**config.mk**
```make
export PLATFORM = sky130hd
export DESIGN_NAME = least_loaded_worker_dispatch
export DESIGN_NICKNAME = d
export VERILOG_FILES = /design/src/lld_pkg.sv /design/src/lld_ram.sv /design/src/least_loaded_worker_dispatch.sv
export VERILOG_INCLUDE_DIRS = /design/src /design/src/src
export SDC_FILE = /design/constraint.sdc
export NUM_CORES = 1
export LEC_CHECK = 0
export BUFFER_PORTS_ARGS = -buffer_cell sky130_fd_sc_hd__buf_4
export CAP_MARGIN = 15
export CORE_MARGIN = 3
export CORE_UTILIZATION = 44
export CTS_CLUSTER_DIAMETER = 50
export DETAILED_ROUTE_END_ITERATION = 12
export PLACE_DENSITY = 0.6
export SYNTH_ARGS = -nofsm -noshare
export SYNTH_HDL_FRONTEND = slang
export SYNTH_SLANG_ARGS = --single-unit
```
**constraint.sdc**
```tcl
create_clock -name clk -period 9.3 [get_ports clk]
set_clock_uncertainty 0.1 [all_clocks]
set_input_delay 0.465 -clock clk [delete_from_list [all_inputs] [get_ports clk]]
set_output_delay 0.465 -clock clk [all_outputs]
set_load 0.005 [all_outputs]
```
**src/assert_macros.svh**
```systemverilog
// Assertion helper macros for the dispatch block.
// Compiled to nothing when SYNTHESIS is defined; no other dependencies.
`ifndef ASSERT_MACROS_SVH
`define ASSERT_MACROS_SVH
`ifndef SYNTHESIS
// same-cycle implication
`define LLD_ASSERT_IMPL(lbl, clk, rst_n, ante, cons) \
	lbl: assert property (@(posedge clk) disable iff (!rst_n) (ante) |-> (cons)) \
		else $error("dispatch: same-cycle check failed");
// next-cycle implication
`define LLD_ASSERT_NEXT(lbl, clk, rst_n, ante, cons) \
	lbl: assert property (@(posedge clk) disable iff (!rst_n) (ante) |=> (cons)) \
		else $error("dispatch: next-cycle check failed");
`else
`define LLD_ASSERT_IMPL(lbl, clk, rst_n, ante, cons)
`define LLD_ASSERT_NEXT(lbl, clk, rst_n, ante, cons)
`endif
`endif

```
**src/lld_pkg.sv**
```systemverilog
// Shared types and constants for the least-loaded worker dispatch block.
// No dependencies.
package lld_pkg;

	localparam int LLD_MAX_WORKERS = 16;
	localparam int LLD_LOAD_WIDTH  = 16;

	localparam logic [15:0] CAP_RST   = 16'd10;
	localparam logic [4:0]  LIMIT_RST = 5'd1;
	localparam logic [4:0]  INIT_RST  = 5'd0;

	typedef enum logic [1:0] {
		CMD_AUTO    = 2'd0,
		CMD_ASSIGN  = 2'd1,
		CMD_RELEASE = 2'd2,
		CMD_UNUSED  = 2'd3
	} cmd_t;

	typedef enum logic [1:0] {
		STS_OK      = 2'd0,
		STS_NO_CAP  = 2'd1,
		STS_BAD_IDX = 2'd2,
		STS_NOT_DLV = 2'd3
	} sts_t;

	typedef enum logic [1:0] {
		REG_MAX_PER_WORKER  = 2'd0,
		REG_WORKER_LIMIT    = 2'd1,
		REG_INITIAL_WORKERS = 2'd2
	} reg_idx_t;

	typedef enum logic [2:0] {
		ST_IDLE,
		ST_SCAN,
		ST_PICK,
		ST_RD,
		ST_MOD,
		ST_RESP
	} state_t;

endpackage

```
**src/lld_ram.sv**
```systemverilog
// Generic single-write, single-read RAM with registered read data.
// No dependencies.
module lld_ram #(
	parameter int WIDTH = 16,
	parameter int DEPTH = 16,
	localparam int AW = (DEPTH > 1) ? $clog2(DEPTH) : 1
) (
	input  logic             clk,
	input  logic             we,
	input  logic [AW-1:0]    waddr,
	input  logic [WIDTH-1:0] wdata,
	input  logic             re,
	input  logic [AW-1:0]    raddr,
	output logic [WIDTH-1:0] rdata
);

	logic [WIDTH-1:0] mem [DEPTH];

	always_ff @(posedge clk) begin
		if (we) begin
			mem[waddr] <= wdata;
		end
		if (re) begin
			rdata <= mem[raddr];
		end
	end

endmodule

```
**src/least_loaded_worker_dispatch.sv**
```systemverilog
// Least-loaded worker dispatch: one request in flight at a time.
// Auto assign: the scan reads one load counter per cycle from the load RAM and waits for
// the last read, then the pick state loads the least-loaded worker or grows a new one.
// Directed assign, release: read then write back; bad index or unused command answers directly.
// The next request is accepted once the response state has moved the result to the output.
// Reset: loads read as zero through per-entry valid bits, no workers grown, registers at defaults.
`include "assert_macros.svh"

module least_loaded_worker_dispatch
	import lld_pkg::*;
#(
	parameter int MAX_WORKERS = LLD_MAX_WORKERS,
	parameter int LOAD_WIDTH  = LLD_LOAD_WIDTH
) (
	input  logic        clk,
	input  logic        arst_n,
	// request channel
	input  logic        in_valid,
	output logic        in_stall,
	input  logic [1:0]  cmd,
	input  logic [3:0]  target_worker,
	input  logic        delivered,
	// result channel
	output logic        out_valid,
	input  logic        out_stall,
	output logic [1:0]  status,
	output logic [3:0]  worker_index,
	output logic [15:0] worker_load,
	output logic [4:0]  active_workers,
	// configuration
	input  logic        psel,
	input  logic        penable,
	input  logic        pwrite,
	input  logic [3:0]  paddr,
	input  logic [31:0] pwdata,
	output logic [31:0] prdata,
	output logic        pready
);

	localparam int IW  = (MAX_WORKERS > 1) ? $clog2(MAX_WORKERS) : 1;
	localparam int CW  = $clog2(MAX_WORKERS + 1);
	localparam int WW  = (CW > 5) ? CW : 5;
	localparam int LXW = (LOAD_WIDTH > 16) ? LOAD_WIDTH : 16;
	localparam int IXW = (IW > 4) ? IW : 4;
	localparam logic [LOAD_WIDTH-1:0] LOAD_MAX = {LOAD_WIDTH{1'b1}};

	// configuration registers
	logic [15:0] cap_q;
	logic [4:0]  limit_q;
	logic [4:0]  init_q;
	logic        cfg_wr;
	reg_idx_t    cfg_idx;

	// control state
	state_t                state_q, state_d;
	logic [CW-1:0]         grown_q;
	logic [CW-1:0]         act_q;
	logic [CW-1:0]         scan_q;
	cmd_t                  cmd_q;
	logic [3:0]            tgt_q;
	logic                  dlv_q;
	logic                  found_q;
	logic [IW-1:0]         best_idx_q;
	logic [LOAD_WIDTH-1:0] best_load_q;
	logic [MAX_WORKERS-1:0] vld_q;
	logic                  rd_vld_s1;
	logic [IW-1:0]         rd_idx_s1;

	// result holding and output registers
	logic [1:0]  res_sts_q;
	logic [3:0]  res_idx_q;
	logic [15:0] res_load_q;
	logic        out_valid_q;

	// active count
	logic [WW-1:0] max_w, lim_w, lim_raw_w, init_raw_w, init_w, act_w;
	logic [WW:0]   sum_w;
	logic [CW-1:0] act_now, lim_now;

	// datapath
	logic                  accept;
	logic                  bad_req;
	logic                  ram_we, ram_re;
	logic [IW-1:0]         ram_waddr, ram_raddr;
	logic [LOAD_WIDTH-1:0] ram_wdata, ram_rdata;
	logic [LOAD_WIDTH-1:0] rd_load;
	logic [LOAD_WIDTH-1:0] new_load;
	logic                  best_upd;
	logic                  scan_issue;
	logic                  grow;
	logic                  res_upd;
	logic [1:0]            res_sts_d;
	logic [3:0]            res_idx_d;
	logic [IW-1:0]         res_widx;
	logic [IXW-1:0]        res_widx_x;
	logic [LXW-1:0]        new_load_x;
	logic                  out_load;

	// ------------------------------------------------------------------
	// configuration port
	assign pready  = 1'b1;
	assign cfg_wr  = psel && penable && pwrite;
	assign cfg_idx = reg_idx_t'(paddr[3:2]);

	always_ff @(posedge clk or negedge arst_n) begin
		if (!arst_n) begin
			cap_q   <= CAP_RST;
			limit_q <= LIMIT_RST;
			init_q  <= INIT_RST;
		end else if (cfg_wr) begin
			case (cfg_idx)
				REG_MAX_PER_WORKER:  cap_q   <= pwdata[15:0];
				REG_WORKER_LIMIT:    limit_q <= pwdata[4:0];
				REG_INITIAL_WORKERS: init_q  <= pwdata[4:0];
				default: ;
			endcase
		end
	end

	always_comb begin
		case (cfg_idx)
			REG_MAX_PER_WORKER:  prdata = {16'd0, cap_q};
			REG_WORKER_LIMIT:    prdata = {27'd0, limit_q};
			REG_INITIAL_WORKERS: prdata = {27'd0, init_q};
			default:             prdata = 32'd0;
		endcase
	end

	// ------------------------------------------------------------------
	// active worker count: clamped initial count plus grown workers, capped at the clamped limit
	always_comb begin
		max_w      = WW'(MAX_WORKERS);
		lim_raw_w  = WW'(limit_q);
		lim_w      = (lim_raw_w > max_w) ? max_w : lim_raw_w;
		init_raw_w = WW'(init_q);
		init_w     = (init_raw_w > lim_w) ? lim_w : init_raw_w;
		sum_w      = {1'b0, init_w} + (WW + 1)'(grown_q);
		act_w      = (sum_w > {1'b0, lim_w}) ? lim_w : sum_w[WW-1:0];
		act_now    = act_w[CW-1:0];
		lim_now    = lim_w[CW-1:0];
	end

	// ------------------------------------------------------------------
	// load RAM; an entry never written since reset reads as zero
	lld_ram #(
		.WIDTH (LOAD_WIDTH),
		.DEPTH (MAX_WORKERS)
	) u_load_ram (
		.clk   (clk),
		.we    (ram_we),
		.waddr (ram_waddr),
		.wdata (ram_wdata),
		.re    (ram_re),
		.raddr (ram_raddr),
		.rdata (ram_rdata)
	);

	assign rd_load = vld_q[rd_idx_s1] ? ram_rdata : '0;

	// ------------------------------------------------------------------
	// sequencer: next state
	assign accept  = in_valid && (state_q == ST_IDLE);
	assign bad_req = (cmd_t'(cmd) == CMD_UNUSED) || (WW'(target_worker) >= WW'(act_now));

	always_comb begin
		state_d = state_q;
		case (state_q)
			ST_IDLE: begin
				if (in_valid) begin
					if (cmd_t'(cmd) == CMD_AUTO) begin
						state_d = ST_SCAN;
					end else if (bad_req) begin
						state_d = ST_RESP;
					end else begin
						state_d = ST_RD;
					end
				end
			end
			ST_SCAN: begin
				if (scan_q == act_q && !rd_vld_s1) begin
					state_d = ST_PICK;
				end
			end
			ST_PICK: state_d = ST_RESP;
			ST_RD:   state_d = ST_MOD;
			ST_MOD:  state_d = ST_RESP;
			ST_RESP: begin
				if (!out_valid_q || !out_stall) begin
					state_d = ST_IDLE;
				end
			end
			default: state_d = ST_IDLE;
		endcase
	end

	// sequencer: outputs and datapath control
	always_comb begin
		in_stall   = (state_q != ST_IDLE);
		ram_re     = 1'b0;
		ram_raddr  = IW'(tgt_q);
		ram_we     = 1'b0;
		ram_waddr  = best_idx_q;
		ram_wdata  = '0;
		new_load   = '0;
		scan_issue = 1'b0;
		grow       = 1'b0;
		res_upd    = 1'b0;
		res_sts_d  = STS_OK;
		res_idx_d  = 4'd0;
		res_widx   = best_idx_q;
		out_load   = 1'b0;
		case (state_q)
			ST_IDLE: begin
				// bad index or unused command answers without touching the RAM
				if (accept && cmd_t'(cmd) != CMD_AUTO && bad_req) begin
					res_upd   = 1'b1;
					res_sts_d = STS_BAD_IDX;
					res_idx_d = target_worker;
				end
			end
			ST_SCAN: begin
				if (scan_q < act_q) begin
					scan_issue = 1'b1;
					ram_re     = 1'b1;
					ram_raddr  = scan_q[IW-1:0];
				end
			end
			ST_PICK: begin
				if (found_q && LXW'(best_load_q) < LXW'(cap_q)) begin
					if (dlv_q) begin
						new_load = (best_load_q == LOAD_MAX) ? best_load_q
							: best_load_q + LOAD_WIDTH'(1);
					end else begin
						new_load = best_load_q;
					end
					ram_we    = 1'b1;
					ram_waddr = best_idx_q;
					ram_wdata = new_load;
					res_upd   = 1'b1;
					res_sts_d = dlv_q ? STS_OK : STS_NOT_DLV;
					res_widx  = best_idx_q;
					res_idx_d = res_widx_x[3:0];
				end else if (act_q < lim_now) begin
					// bring up worker number act with a fresh count
					new_load  = LOAD_WIDTH'(dlv_q);
					grow      = 1'b1;
					ram_we    = 1'b1;
					ram_waddr = act_q[IW-1:0];
					ram_wdata = new_load;
					res_upd   = 1'b1;
					res_sts_d = dlv_q ? STS_OK : STS_NOT_DLV;
					res_widx  = act_q[IW-1:0];
					res_idx_d = res_widx_x[3:0];
				end else begin
					res_upd   = 1'b1;
					res_sts_d = STS_NO_CAP;
				end
			end
			ST_RD: begin
				ram_re    = 1'b1;
				ram_raddr = IW'(tgt_q);
			end
			ST_MOD: begin
				if (cmd_q == CMD_ASSIGN) begin
					if (dlv_q) begin
						new_load = (rd_load == LOAD_MAX) ? rd_load
							: rd_load + LOAD_WIDTH'(1);
					end else begin
						new_load = rd_load;
					end
					res_sts_d = dlv_q ? STS_OK : STS_NOT_DLV;
				end else begin
					new_load  = (rd_load != '0) ? rd_load - LOAD_WIDTH'(1) : rd_load;
					res_sts_d = STS_OK;
				end
				ram_we    = 1'b1;
				ram_waddr = IW'(tgt_q);
				ram_wdata = new_load;
				res_upd   = 1'b1;
				res_idx_d = tgt_q;
			end
			ST_RESP: begin
				out_load = !out_valid_q || !out_stall;
			end
			default: ;
		endcase
	end

	assign res_widx_x = IXW'(res_widx);
	assign new_load_x = LXW'(new_load);
	assign best_upd   = rd_vld_s1 && (!found_q || rd_load < best_load_q);

	// ------------------------------------------------------------------
	// registers
	always_ff @(posedge clk or negedge arst_n) begin
		if (!arst_n) begin
			state_q     <= ST_IDLE;
			grown_q     <= '0;
			vld_q       <= '0;
			rd_vld_s1   <= 1'b0;
			found_q     <= 1'b0;
			scan_q      <= '0;
			out_valid_q <= 1'b0;
		end else begin
			state_q   <= state_d;
			rd_vld_s1 <= scan_issue;
			if (grow) begin
				grown_q <= grown_q + CW'(1);
			end
			if (ram_we) begin
				vld_q[ram_waddr] <= 1'b1;
			end
			if (accept) begin
				scan_q  <= '0;
				found_q <= 1'b0;
			end else begin
				if (scan_issue) begin
					scan_q <= scan_q + CW'(1);
				end
				if (best_upd) begin
					found_q <= 1'b1;
				end
			end
			if (out_load) begin
				out_valid_q <= 1'b1;
			end else if (out_valid_q && !out_stall) begin
				out_valid_q <= 1'b0;
			end
		end
	end

	always_ff @(posedge clk) begin
		if (accept) begin
			cmd_q <= cmd_t'(cmd);
			tgt_q <= target_worker;
			dlv_q <= delivered;
			act_q <= act_now;
		end
		if (ram_re) begin
			rd_idx_s1 <= ram_raddr;
		end
		if (best_upd) begin
			best_idx_q  <= rd_idx_s1;
			best_load_q <= rd_load;
		end
		if (res_upd) begin
			res_sts_q  <= res_sts_d;
			res_idx_q  <= res_idx_d;
			res_load_q <= new_load_x[15:0];
		end
		if (out_load) begin
			status         <= res_sts_q;
			worker_index   <= res_idx_q;
			worker_load    <= res_load_q;
			active_workers <= act_w[4:0];
		end
	end

	assign out_valid = out_valid_q;

	// ------------------------------------------------------------------
	`LLD_ASSERT_IMPL(a_wr_state, clk, arst_n, ram_we, state_q == ST_PICK || state_q == ST_MOD)
	`LLD_ASSERT_IMPL(a_scan_rng, clk, arst_n, rd_vld_s1, CW'(rd_idx_s1) < act_q)
	`LLD_ASSERT_NEXT(a_out_drop, clk, arst_n, out_valid && !out_stall && state_q != ST_RESP, !out_valid)
	`LLD_ASSERT_IMPL(a_one_req, clk, arst_n, accept, state_q == ST_IDLE && !rd_vld_s1)

endmodule

```
After elaboration in Yosys (flattened, before gate mapping)
Memories as Yosys holds them, arrays and structs flattened. A register that Yosys moved wholly into a read port is not among the register bits.
Index checks and enable logic that the tools add are counted.
Widths: inputs -> output; s select.
{"block": "op_classes", "n_div": 0, "mux": 59, "n_bitwise": 1, "n_lt_le_gt_ge": 11, "n_eq_ne": 15, "mul": 0, "n_addsub": 6, "shift": 0, "n_reduce_logical": 31}
{"operator": "$mux 16", "n": 8}
{"operator": "$pmux 16 s3", "n": 1}
{"operator": "$add 16x1->16 const B", "n": 2}
{"operator": "$eq 16x16->1 const B", "n": 2}
{"operator": "$lt 16x16->1", "n": 2}
{"operator": "$mux 4", "n": 8}
{"operator": "$pmux 16 s2", "n": 1}
{"operator": "$mux 5", "n": 5}
{"operator": "$mux 1", "n": 17}
{"operator": "$or 16x16->16", "n": 1}
{"operator": "$reduce_bool 16->1", "n": 1}
{"operator": "$sub 16x1->16 const B", "n": 1}
{"operator": "$mux 3", "n": 5}
{"operator": "$pmux 3 s5", "n": 1}
{"operator": "$pmux 4 s3", "n": 1}
{"operator": "$add 5x1->5 const B", "n": 2}
{"operator": "$logic_and 1x1->1", "n": 10}
{"operator": "$lt 4x5->1 const B", "n": 2}
{"operator": "$lt 5x5->1", "n": 2}
{"operator": "$mux 2", "n": 5}
{"operator": "$pmux 4 s2", "n": 1}
{"operator": "$reduce_bool 2->1", "n": 4}
{"operator": "$add 5x5->6", "n": 1}
{"operator": "$eq 3x2->1 const B", "n": 2}
{"operator": "23 further kinds", "n": 38}
{"block": "totals", "mem_bits_ro": 0, "ramBits": 256, "output_inout_bits": 62, "latch_bits": 0, "n_memories": 1, "ff_bits": 143, "word_cells": 148, "in_bits": 50}
{"name": "u_load_ram.mem", "words": 16, "word_bits": 16, "read_ports": 1, "rd_clocked_by_memory_dff": 1, "write_ports": 1, "line_no": "lld_ram.sv:17", "text": "logic [WIDTH-1:0] mem [DEPTH];"}

Depth between registers and ports, before layout
{"block": "logic_depth", "ltp_word": 13, "mapped_depth": 31, "depth_no_buf": 31}

By module
From an unflattened synthesis, not the netlist that was laid out.
{"block": "unflattened", "hier_cells": 1233, "hier_area_um2": 18716.7}
{"mod": "lld_ram", "area_per_inst_um2": 10202.3, "n_inst": 1, "cells_each": 432, "seq_area_each_um2": 8167.8}
{"mod": "least_loaded_worker_dispatch", "area_per_inst_um2": 8514.4, "n_inst": 1, "cells_each": 801, "seq_area_each_um2": 4007.6}

Worst setup path before layout
No wires, ideal clock.
{"block": "synth_path", "kind": "register to register", "from": "register limit_q[4] (netlist: lim_raw_w[4])", "to": "register res_idx_q[0], enable pin", "stages_incl_launch_ff": 31, "setup_time_ps": 352, "arrival_ps": 5677, "path_buffers": 0, "period_less_slack_ps": 6130, "setup_slack_ps": 3170, "required_time_ps": 8848, "path_cell_list": "dfrtp_1 nor2b_1 inv_1 ha_1 nor2b_1 o21a_1 o21ai_0 nand2b_1 a21oi_1 a31oi_1 nand2_1 o21ai_0 ha_1 inv_1 fa_1 inv_1 ha_1 nor2b_1 o21a_1 o21ai_0 a21oi_1 nor2_1 mux2_2 ha_1 nand2b_1 a21o_1 a21oi_1 nor2b_1 o211ai_1 o31ai_1 or2_2"}
{"block": "synth_via", "elab_chain_cells": 12}
{"item": "start, declared", "line_no": "least_loaded_worker_dispatch.sv:49", "text": "logic [4:0] limit_q;"}
{"item": "start signal, assigned", "line_no": "least_loaded_worker_dispatch.sv:113", "text": "REG_WORKER_LIMIT: limit_q <= pwdata[4:0];"}
{"item": "$gt 5x5->1", "line_no": "least_loaded_worker_dispatch.sv:134", "text": "lim_w = (lim_raw_w > max_w) ? max_w : lim_raw_w;"}
{"item": "$mux 5 *", "line_no": "least_loaded_worker_dispatch.sv:134"}
{"item": "$gt 5x5->1", "line_no": "least_loaded_worker_dispatch.sv:136", "text": "init_w = (init_raw_w > lim_w) ? lim_w : init_raw_w;"}
{"item": "$mux 5", "line_no": "least_loaded_worker_dispatch.sv:136"}
{"item": "$add 5x5->6", "line_no": "least_loaded_worker_dispatch.sv:137", "text": "sum_w = {1'b0, init_w} + (WW + 1)'(grown_q);"}
{"item": "$gt 6x5->1", "line_no": "least_loaded_worker_dispatch.sv:138", "text": "act_w = (sum_w > {1'b0, lim_w}) ? lim_w : sum_w[WW-1:0];"}
{"item": "$mux 5 *", "line_no": "least_loaded_worker_dispatch.sv:138"}
{"item": "named net act_now[0]", "line_no": "least_loaded_worker_dispatch.sv:78", "text": "logic [CW-1:0] act_now, lim_now;"}
{"item": "$ge 4x5->1 *", "line_no": "least_loaded_worker_dispatch.sv:163", "text": "assign bad_req = (cmd_t'(cmd) == CMD_UNUSED) || (WW'(target_worker) >= WW'(act_now));"}
{"item": "$logic_or 1x1->1 *", "line_no": "least_loaded_worker_dispatch.sv:163"}
{"item": "$logic_and 1x1->1 *", "line_no": "least_loaded_worker_dispatch.sv:215", "text": "if (accept && cmd_t'(cmd) != CMD_AUTO && bad_req) begin"}
{"item": "$mux 1 *", "line_no": "least_loaded_worker_dispatch.sv:215"}
{"item": "$pmux 1 s2 *", "line_no": "least_loaded_worker_dispatch.sv:212", "text": "case (state_q)"}
{"item": "named net res_upd", "line_no": "least_loaded_worker_dispatch.sv:91", "text": "logic res_upd;"}
{"item": "end signal, assigned", "line_no": "least_loaded_worker_dispatch.sv:348", "text": "res_idx_q <= res_idx_d;"}
{"item": "end, declared", "line_no": "least_loaded_worker_dispatch.sv:71", "text": "logic [3:0] res_idx_q;"}
Mark *: on every way through the listed nets, which the timed path passes. The rest lies on a longest branch.
A chain may end at the register's enable or synchronous reset.

Worst setup path in the final report
{"block": "layout_path", "from": "register limit_q[4] (netlist: lim_raw_w[4])", "to": "register res_load_q[11], enable pin"}
{"block": "layout_via", "elab_chain_cells": 12}
{"item": "$gt 5x5->1", "line_no": "least_loaded_worker_dispatch.sv:134"}
{"item": "$mux 5 *", "line_no": "least_loaded_worker_dispatch.sv:134"}
{"item": "$gt 5x5->1", "line_no": "least_loaded_worker_dispatch.sv:136"}
{"item": "$mux 5", "line_no": "least_loaded_worker_dispatch.sv:136"}
{"item": "$add 5x5->6", "line_no": "least_loaded_worker_dispatch.sv:137"}
{"item": "$gt 6x5->1", "line_no": "least_loaded_worker_dispatch.sv:138"}
{"item": "$mux 5 *", "line_no": "least_loaded_worker_dispatch.sv:138"}
{"item": "named net act_now[0]", "line_no": "least_loaded_worker_dispatch.sv:78"}
{"item": "$ge 4x5->1 *", "line_no": "least_loaded_worker_dispatch.sv:163"}
{"item": "$logic_or 1x1->1 *", "line_no": "least_loaded_worker_dispatch.sv:163"}
{"item": "$logic_and 1x1->1 *", "line_no": "least_loaded_worker_dispatch.sv:215"}
{"item": "$mux 1 *", "line_no": "least_loaded_worker_dispatch.sv:215"}
{"item": "$pmux 1 s2 *", "line_no": "least_loaded_worker_dispatch.sv:212"}
{"item": "named net res_upd", "line_no": "least_loaded_worker_dispatch.sv:91"}
{"item": "end signal, assigned", "line_no": "least_loaded_worker_dispatch.sv:349", "text": "res_load_q <= new_load_x[15:0];"}
{"item": "end, declared", "line_no": "least_loaded_worker_dispatch.sv:72", "text": "logic [15:0] res_load_q;"}
Marks and branches as above.

==> metrics.cfg <==
[outcome]
outcome = complete, no violations

[worst_setup_path]
crit_path_start_kind = register
r2r_setup_slack_ns = 2.09
worstSetupStartpoint = lim_raw_w[4]
arrival_time_worst_endpoint_ns = 7.33
critPathMaxFanout = 22
cpPeakStageDelay_ns = 0.75
critPathRequiredTime_ns = 9.42
critical_path.slowest_cell = o31ai_1
setup.worst_path.end_class = register
timing.setup.critical_path_class = register to register
worstReg2RegStart = lim_raw_w[4]

[clock_network]
path_clk_slew_ns = 0.06
clk_root_buffer_cell = clkbuf_16
cts.htree.levels = 2
cts_buffer_depth = 3
sink_count_of_the_clock_tree = 415
clk_latency_ns = 0.59
count_of_instances_resized_after_the_clock_tree_is_built = 0
clock_tree_from_tritoncts = built
cts-buffers-inserted = 49

[yosys]
syn_area_mm2 = 0.0192
ys_dominant_reg_cell = edfxtp_1
yosysTopAreaCell = edfxtp_1
ys_seq_area_share_pct = 63.4
yosysTopAreaCellShare_pct = 55.9
ys_async_sr_fraction_pct = 14.0
synth.lib_cells_used.distinct = 76
synth-warning-count = 0
syn_avg_cell_area_um2 = 12.4
synth-edff-count = 357
post_synth_main_area_contributors = edfxtp_1 (56%), dfrtp_1 (7.2%), nand2_1 (5.2%)
count_of_mapped_cells_out_of_synthesis = 1551
postSynthRegisterBits = 415

[timing]
slew_headroom_pct = 25.4
max_freq_ghz = 0.139
tns_ns = 0
finalCriticalPeriod_ns = 7.21
report.final.slew_viol_count = 0
worst_slew_pin_slew_ns = 1.12
post-route-period-util_pct = 77.5
final_hold_viol_count = 0
finalSetupViolations = 0
grt_setup_unrepaired = no

[global_routing]
vias_in_the_first_global_route = 12700
track_usage_pct = 21.4
initial_antenna_violation_count = 1
grt_overflow = 0
grt_first_pass_wirelength_mm = 75.9
grt_max_degree = 65

[place]
buffer_ports.inserted = 76
dpl.hpwl_mm = 31.5
gpl.final_weighted_congestion = 0.868
detailed_place.area_mm2 = 0.0206

[finish]
filler_cell_count = 3677
stdcell_area_mm2 = 0.0223
register_area_mm2 = 0.0122
layout-area-overhead-vs-synth_pct = 16.3
multi_input_combinational_cell_area_mm2 = 0.00658
drive_above_1_share_pct = 16.1
nets = 1784

[detailed_routing]
route.vias.total = 12800
initialDrtViolationCount = 945
drt_wl_total_mm = 50.0
detailedRoute.firstPassIterationCount = 5
routed_wire_length_per_instance_um = 21.9
drt-vias-per-instance = 5.60
drtAntennaViolNets = 0
drc = 0

[power]
leakagePower_nw = 8.69
vdd_ir_drop_max_mv = 0.186
total_power_divided_by_cell_area_mw_per_mm2 = 352

[min_path]
timing.hold.worst.start = target_worker[1]
hp-class = primary input to register

[floorplan]
die-area_mm2 = 0.0462
die_height_um = 215
initial_utilization_pct = 45.1
row_count = 75
boundaryPins = 112
die_width_um = 215
core_mm2 = 0.0425

[flow_run]
maxCapViolations = 0

## per-layer routing
| metal | vias up | share of wire [%] | GRT usage, % |
|---|---|---|---|
| met5 | - | 0 | 0 |
| met4 | 0 | 3.7 | 8.80 |
| li1 | 5989 | - | - |
| met2 | 412 | 47 | 34.8 |
| met3 | 98 | 6.0 | 3.83 |
| met1 | 6270 | 43 | 28.6 |
## cells by family after synthesis
logic type / Yosys count / share of synthesized area [%]
AO/OA/AOI/OAI: 252 / 9.23
XOR/XNOR: 34 / 1.55
other: 2 / 0.0391
multiplexers: 82 / 4.47
buffers and inverters: 147 / 3.27
adder cells (fa/ha/maj): 66 / 4.34
AND/OR/NAND/NOR: 553 / 13.7
flip-flops: 415 / 63.4
## cell usage in the layout, fill, tap and decap left out, types with 11 or more instances in the layout
| cell type | n |
|---|---|
| conb_1 | 17 |
| edfxtp_1 | 357 |
| a31oi_1 | 33 |
| and3_1 | 83 |
| buf_4 | 112 |
| nand4_1 | 19 |
| nor2_1 | 47 |
| xnor2_1 | 25 |
| clkbuf_16 | 51 |
| nor2_2 | 12 |
| dlygate4sd3_1 | 18 |
| o21ai_0 | 54 |
| mux2i_1 | 51 |
| or2_2 | 13 |
| mux2_2 | 29 |
| nand3_1 | 21 |
| dfrtp_1 | 55 |
| ha_1 | 65 |
| nand2_1 | 267 |
| a21oi_1 | 31 |
| o32ai_1 | 19 |
| nor3_1 | 28 |
| o21a_1 | 11 |
| nor2b_1 | 11 |
| a221o_1 | 19 |
| inv_1 | 64 |
## registers in the layout (all words and copies together), names as in the netlist, 2 cells and up
name              cells
status                2
u_load_ram.rdata     16
lim_raw_w             5
rd_idx_s1             4
best_load_q          16
worker_load          16
res_sts_q             2
state_q               3
res_idx_q             4
u_load_ram.mem      256
res_load_q           16
best_idx_q            4
cap_q                16
grown_q               5
init_q                5
cmd_q                 2
worker_index          4
active_workers        5
act_q                 5
vld_q                16
scan_q                5
tgt_q                 4
## critical path, delay by kind of cell (launching register included)
kind,cells,cell delay (ns)
AOI/OAI and AO/OA,12,2.16
adders and majority gates,5,1.52
and+or+nand+nor,7,1.51
muxes,2,0.56
DFF,1,0.46
buffers and inverters,3,0.33
xor gates and xnor gates,1,0.21
## synthesized netlist by cell type (6+ instances only)
cell type	count
dfrtp_1	55
o211ai_1	8
a21oi_1	33
o32ai_1	20
nor2b_1	11
clkbuf_1	46
ha_1	65
buf_1	9
nor2_1	60
a21o_1	6
edfxtp_1	357
o21a_1	11
buf_2	9
o21ai_1	6
or2_2	13
buf_4	17
a221o_1	19
nand2b_1	10
and3_1	83
xor2_1	9
nor3_1	33
a31oi_1	33
xnor2_1	25
nand3_1	21
nand4_1	19
o21ai_0	54
mux2i_1	53
o21bai_1	6
mux2_2	29
inv_1	64
nand2_1	267
o22ai_1	8
## where the power goes
| part | internal (mW) | switching (mW) | total [mW] |
|---|---|---|---|
| Combinational | 1.24 | 2.04 | 3.29 |
| Clock | 1.06 | 0.760 | 1.82 |
| Sequential | 2.47 | 0.273 | 2.74 |
## what timing repair did
action / 4_1_cts / 5_1_grt
setup buffers: 0 / 0
endpoints found under the setup margin: 0 / 0
endpoints found under the hold margin: 72 / 0
hold buffers: 18 / 0
## final cells by class
cell class	count	area share [%]
diodes	1	0.0112
inverters	66	1.11
clock buffers	63	6.01
clock inverters	24	0.897
well taps	577	3.24
multi-input cells	1004	29.5
repair buffers	132	4.71
flip-flops and latches	415	54.6
## per-stage QoR
| stage | setup WS [ns] | hold WS (ns) | instances | util, % | power, mW |
|---|---|---|---|---|---|
| 2_1_floorplan | 3.17 | 0.0694 | 1566 | - | 4.95 |
| 3_3_place_gp | 2.12 | 0.303 | 2172 | 48.3 | 5.98 |
| 3_5_place_dp | 2.02 | 0.305 | 2173 | 48.4 | 6.03 |
| 4_1_cts | 2.01 | 0.000621 | 2278 | 52.4 | 7.88 |
| 5_1_grt | 1.37 | 0.00414 | 2281 | 52.5 | 8.33 |
| 6_report | 2.09 | 0.0207 | 2282 | 52.5 | 7.85 |
## path summary, 6_finish.rpt
path | to | cells after the start
max in group asynchronous | scan_q[0] | 2
worst max register to register | res_load_q[11] | 30
worst min-delay path | tgt_q[1] | 1
worst min register to register | worker_load[11] | 0
min in group asynchronous | init_q[3] | 2
worst max-delay path | res_load_q[11] | 30
No activity file was read; power rests on OpenSTA's default activity.
